File: src/hw/rtl/ddt_pkg.sv
// Package for the drift-corrected block time pipeline.
// Holds shared constants, register codes, sideband types and the exp2 tables.
// No dependencies.
package ddt_pkg;

    localparam int QBITS   = 30;
    localparam int LATENCY = 42;

    localparam logic [29:0] DRIFT_CLIP = 30'd729822324;

    typedef enum logic [1:0] {
        REG_BLOCK_SPACING  = 2'd0,
        REG_DRIFT_TIMESPAN = 2'd1,
        REG_GENESIS_TIME   = 2'd2
    } reg_index_t;

    typedef struct packed {
        logic valid;
        logic neg;
    } ddt_side_t;

    function automatic logic [31:0] poly_coef(input logic [1:0] k);
        logic [31:0] c;
        case (k)
            2'd0:    c = 32'd45037112;
            2'd1:    c = 32'd237575834;
            2'd2:    c = 32'd1031834945;
            default: c = 32'd2977042554;
        endcase
        return c;
    endfunction

    function automatic logic [31:0] exp_scale(input logic [1:0] k);
        logic [31:0] s;
        case (k)
            2'd0:    s = 32'd2147483648;
            2'd1:    s = 32'd2553802834;
            2'd2:    s = 32'd3037000500;
            default: s = 32'd3611622603;
        endcase
        return s;
    endfunction

endpackage

File: src/hw/rtl/ddt_div.sv
// Clip check and pipelined restoring divider, one quotient bit per stage.
// Depends on ddt_pkg.
module ddt_div (
    input  logic                     clk,
    input  logic                     rst_n,
    input  logic [31:0]              tau,
    input  ddt_pkg::ddt_side_t       side_in,
    input  logic [47:0]              mag,
    output ddt_pkg::ddt_side_t       side_out,
    output logic [ddt_pkg::QBITS-1:0] quot
);

    localparam int N = ddt_pkg::QBITS;

    logic [61:0] clip_lim_reg;

    logic               valid_reg [0:N];
    logic               neg_reg   [0:N];
    logic               clip_reg  [0:N];
    logic [31:0]        rem_reg   [0:N];
    logic [N-1:0]       q_reg     [0:N];

    logic [32:0]        trial    [0:N-1];
    logic               take     [0:N-1];

    // Registered clip limit; user changes the divisor only while idle, unenforced.
    always_ff @(posedge clk)
    begin
        clip_lim_reg <= ddt_pkg::DRIFT_CLIP * tau;
    end

    always_comb
    begin
        for (int k = 0; k < N; k++)
        begin
            trial[k] = {rem_reg[k], 1'b0};
            take[k]  = (trial[k] >= {1'b0, tau});
        end
    end

    always_ff @(posedge clk or negedge rst_n)
    begin
        if (!rst_n)
        begin
            for (int k = 0; k <= N; k++)
            begin
                valid_reg[k] <= 1'b0;
            end
        end
        else
        begin
            valid_reg[0] <= side_in.valid;
            for (int k = 0; k < N; k++)
            begin
                valid_reg[k+1] <= valid_reg[k];
            end
        end
    end

    // The dividend is the magnitude shifted up by 32, so only zeros are brought down.
    always_ff @(posedge clk)
    begin
        neg_reg[0]      <= side_in.neg;
        clip_reg[0]     <= (|mag[47:30]) || ({mag[29:0], 32'd0} >= clip_lim_reg);
        rem_reg[0]      <= {mag[29:0], 2'b00};
        q_reg[0]        <= '0;
        for (int k = 0; k < N; k++)
        begin
            neg_reg[k+1]      <= neg_reg[k];
            clip_reg[k+1]     <= clip_reg[k];
            rem_reg[k+1]      <= take[k] ? 32'(trial[k] - {1'b0, tau}) : trial[k][31:0];
            q_reg[k+1]        <= {q_reg[k][N-2:0], take[k]};
        end
    end

    assign side_out.valid = valid_reg[N];
    assign side_out.neg   = neg_reg[N];
    assign quot           = clip_reg[N] ? ddt_pkg::DRIFT_CLIP : q_reg[N];

endmodule

File: config.mk
export PLATFORM = sky130hd
export DESIGN_NAME = ddt_div
export DESIGN_NICKNAME = d
export VERILOG_FILES = /design/src/hw/rtl/ddt_pkg.sv /design/src/hw/rtl/ddt_div.sv
export SDC_FILE = /design/constraint.sdc
export NUM_CORES = 2
export LEC_CHECK = 0
export ABC_CLOCK_PERIOD_IN_PS = 9000
export BUFFER_PORTS_ARGS = -buffer_cell sky130_fd_sc_hd__buf_2
export CAP_MARGIN = 5
export CORE_MARGIN = 2
export CORE_UTILIZATION = 65
export CTS_CLUSTER_DIAMETER = 40
export DETAILED_ROUTE_END_ITERATION = 12
export GPL_TIMING_DRIVEN = 0
export PLACE_DENSITY = 0.78
export RECOVER_POWER = 25
export REMOVE_ABC_BUFFERS = 1
export SKIP_CTS_REPAIR_TIMING = 1
export SLEW_MARGIN = 40
export SYNTH_ARGS = -nofsm -noshare
export SYNTH_HDL_FRONTEND = slang
export SYNTH_SLANG_ARGS = --single-unit
File: constraint.sdc
create_clock -name clk -period 9 [get_ports clk]
set_input_delay 0.9 -clock clk [delete_from_list [all_inputs] [get_ports clk]]
set_output_delay 0.9 -clock clk [all_outputs]
set_load 0.02 [all_outputs]
== Yosys cells after proc, flatten, opt, wreduce, memory -nomap -nowiden ==
Memories as Yosys holds them, arrays and structs flattened.
Index checks and enable logic that the tools add are counted.

* Flip-flop bits (word level): 91
* Bits in writable memories: 1984
* Input bits: 84
* Output and inout port bits: 32
* Logic and storage cells: 131
* Memories kept: 4

{| class="wikitable"
|+ Memory list
! name !! words !! width !! rd ports !! clocked after memory_dff !! write ports !! RTL line !! RTL
|-
| rem_reg || 31 || 32 || 30 || 0 || 31 || ddt_div.sv:20 || <nowiki>logic [31:0] rem_reg [0:N];</nowiki>
|-
| q_reg || 31 || 30 || 31 || 0 || 31 || ddt_div.sv:21 || <nowiki>logic [N-1:0] q_reg [0:N];</nowiki>
|-
| clip_reg || 31 || 1 || 31 || 0 || 31 || ddt_div.sv:19 || <nowiki>logic clip_reg [0:N];</nowiki>
|-
| neg_reg || 31 || 1 || 31 || 0 || 31 || ddt_div.sv:18 || <nowiki>logic neg_reg [0:N];</nowiki>
|}

* Add/sub/neg operators: 30
* $mul: 1
* Magnitude comparators: 31
* Muxes and demuxes: 31
* Reductions and logical operators: 2

{| class="wikitable"
|+ Operators by type and width
! kind !! number
|-
| 33-bit by 32-bit >= comparator with 1-bit output || 30
|-
| 32-bit 2-to-1 mux || 30
|-
| 32-bit subtractor || 30
|-
| 62-bit >= comparator || 1
|-
| 28-bit by 32-bit multiplier with 60-bit output (first input constant) || 1
|-
| 30-bit 2-to-1 mux || 1
|-
| 18-bit OR reduction || 1
|-
| 1-bit logical OR || 1
|}

== Logic depth before layout (Yosys ltp) ==
An unclocked memory read counts as a cell.

* Depth in word-level cells: 3
* Gate-level depth with buffers: 25
* Gate-level depth less buffers: 24

== Least setup slack after synthesis ==
No wires, ideal clock.

* Kind: input -> register
* Start: input port tau[0]
* End: register clip_lim_reg[58]
* Arrival time: 7.099 ns
* Path slack: 1.806 ns
* Stages on the path: 22
* Cell sequence: buf_4 -> inv_2 -> buf_1 -> ha_1 -> ha_1 -> ha_1 -> ha_1 -> inv_1 -> fa_1 -> inv_1 -> fa_1 -> ha_1 -> and3_1 -> nand4_1 -> or4_1 -> o21a_1 -> a21oi_1 -> a221oi_1 -> o41ai_2 -> a32o_1 -> a21oi_1 -> o311ai_1

* Cells in the longest elaborated chain, start to end: 1

{| class="wikitable"
|+ RTL lines
! item !! RTL line !! RTL
|-
| start, declared || ddt_div.sv:6 || <nowiki>input logic [31:0] tau,</nowiki>
|-
| 28-bit by 32-bit multiplier with 60-bit output || ddt_div.sv:29 || <nowiki>clip_lim_reg <= ddt_pkg::DRIFT_CLIP * tau;</nowiki>
|-
| end signal, assigned || ddt_div.sv:29 ||
|-
| end, declared || ddt_div.sv:15 || <nowiki>logic [61:0] clip_lim_reg;</nowiki>
|}

Every way passes these cells.

== Worst setup path after layout ==
* Start: input port tau[1]
* End: register clip_lim_reg[58]

The elaborated chain is that of the path after synthesis.

==> results.toml <==
[drt]
first_pass_iters = 7
drc_errors = 0
vias_per_cell = 6.209
dr_total_vias = 87440
wire_per_inst_um = 20.64
ant_nets = 0
initialDrtViolationCount = 7134
routed_wl_mm = 290.7

[logic_synthesis]
synth_area_sq_um = 104900
synthTopCellsByCount = "1545 x dfxtp_1, 1343 x ha_1, 974 x a21oi_1, 928 x inv_1, 724 x nor2_1"
synth_flop_cell = "dfxtp_1"
yosysWarnings = 0
syn_inst = 11580
synth.largest_area_cell = "dfxtp_1"
synth_seq_cells = 1576
synth_adder_area_share_pct = 21.65
yosysTopAreaCellShare_pct = 29.48
synth.avg_cell_area_sq_um = 9.058
synth_area_leaders = "dfxtp_1 29%, ha_1 16%, fa_1 5.6%"
yosysSeqAreaShare_pct = 30.22
synth.distinct_cells = 100
muxShareOfSynthArea_pct = 4.985
ys_async_sr_fraction_pct = 1.967
synthXorXnorAreaFrac_pct = 6.528
synth-edff-count = 0
synthSimpleGateAreaFrac_pct = 12.35
synth-compound-area-share_pct = 19.81
synth_top_family_by_area = "adder cells"
post-synth-top-count-cell = "dfxtp_1"

[floorplan]
die_h_um = 405.8
rows = 147
die_area_sq_um = 164600
die_x_um = 405.8
ioPinCount = 116
core-area_sq_um = 160400
start_util_pct = 65.41

[sta]
rsz0062_at_grt = "no"
slew_viol_final = 0
setup_viol = 0
worst_slew_pin_slew_ns = 0.9022
max_freq_ghz = 0.1312
setup_tns_ns = 0
hold_viol = 0
min_period_over_period_pct = 84.70
min_period_ns = 7.623
slew_headroom_pct = 39.34
fin_ws_ns = 1.377
fin_skew_ns = 0.07005

[worst_setup_path]
crit_required_ns = 9.76
cp-end-kind = "flip-flop"
critPathArrivalTime_ns = 8.39
r2r_slack_ns = 4.30
cp-start-kind = "input port"
critPathMaxFanout = 28
crit_type = "input port to flip-flop"

[cts]
root_buffer = "clkbuf_16"
htree_levels = 4
clkTransAtPathRegs_ns = 0.06
clkSinkCount = 1576
cts_buffer_depth = 3
cts_tree = "yes"
clk-insertion-delay-late_ns = 0.87
cts_made_buffers = 215

[global_routing]
grt_max_degree = 65
grt_pass1_vias = 84660
antenna_found_initial = 8
grt_overflow = 0
grt_usage_pct = 34.61
grt_pass1_wl_mm = 453.2

[final_layout]
layout-drive-gt1-share_pct = 9.598
largest_reg_flops = 958
fillers = 11990
final_cells = 14080
fin_nets = 13460
area_growth_syn_to_layout_pct = 11.00

[placed_design]
port_buffers = 115
dp_hpwl_mm = 218.4
globalplace.congestion = 0.9527
dp_slack_ns = 0.4840
dp.cells = 13670

[status]
outcome = "complete, no violations"

[job]
cap_violations = 0

[hold_path]
min_path_type = "input port to async pin"
## metal layers
| layer | global-route usage [%] | up-vias | part of all wire [%] |
|---|---|---|---|
| li1 | - | 41690 | - |
| met1 | 43.60 | 41120 | 41 |
| met2 | 55.72 | 3564 | 45 |
| met3 | 6.187 | 1053 | 7.5 |
| met4 | 19.98 | 4 | 6.6 |
| met5 | 0 | - | 0.0079 |
## metrics by stage
step                utilization, %  cell area [sq um]  hold slack (ns)
floorplan                        -             103700           0.3096
global placement             66.73             107000           0.3099
detailed placement           67.82             108800           0.3121
CTS                          72.60             116400          0.01389
global route                 72.61             116500          0.06078
finish                       72.61             116500          0.04884
## cells by family (layout without fill, tap and decap cells)
logic type                 Yosys count  in the layout
muxes                              453            453
DFF                               1576           1576
xor gates and xnor gates           782            782
adders and majority gates         1638           1638
and+or+nand+nor                   2672           2672
buffers and inverters             1207           1543
AOI/OAI and AO/OA                 3255           3255
other                                0              3
## final cells by class
type	instances	area, sq um	area share [%]
Multi-Input combinational cell	8800	68730	59.02
Inverter	934	3615	3.104
Tap cell	2160	2703	2.321
Timing Repair Buffer	207	2019	1.734
Sequential cell	1576	31710	27.23
Clock buffer	262	5869	5.040
Antenna cell	3	7.507	0.006446
Clock inverter	140	1799	1.545
## placed cells by master (no fill, tap or decap), drive strengths merged, types with 104 or more instances in the layout
master,instances
nor3,172
nand3,177
nand4,152
xnor2,506
o21ai,726
buf,174
nor2,724
and3,104
inv,980
mux2,418
dfxtp,1545
a31oi,105
nor2b,161
o21bai,116
nand2b,139
nand2,692
a211oi,107
fa,295
clkbuf,295
a21o,514
ha,1343
o21a,156
xor2,276
a21oi,974
## path summary, 6_finish.rpt
| path | depth (start not counted) | start | endpoint |
|---|---|---|---|
| worst min-delay path | 1 | rst_n | valid_reg[28] |
| worst max-delay path | 27 | tau[1] | clip_lim_reg[58] |
| max in group asynchronous | 1 | rst_n | valid_reg[4] |
| min in group clk | 1 | side_in[1] | valid_reg[30] |
| worst min register to register | 0 | neg_reg[0][2] | neg_reg[0][3] |
| worst max register to register | 16 | rem_reg[1][129] | rem_reg[1][163] |
## worst max-delay path, cell delays in order
cell and delay [ns]:
buf_6 0.23, buf_16 0.29, inv_4 0.19, buf_12 0.22, ha_1 0.45, ha_1 0.28
fa_1 0.55, ha_1 0.15, inv_1 0.06, fa_1 0.53, inv_1 0.05, ha_1 0.27
inv_1 0.05, fa_1 0.52, inv_1 0.04, ha_1 0.36, and3_1 0.21, nand3_1 0.09
or4_1 0.48, o21a_1 0.17, a21oi_1 0.27, a221oi_1 0.18, clkbuf_2 0.19, o41ai_4 0.67
a32o_1 0.38, a21oi_1 0.13, o311ai_1 0.31
Power is not shown: default switching activity piles up to over one toggle a cycle in this logic, so the estimate is an artifact.
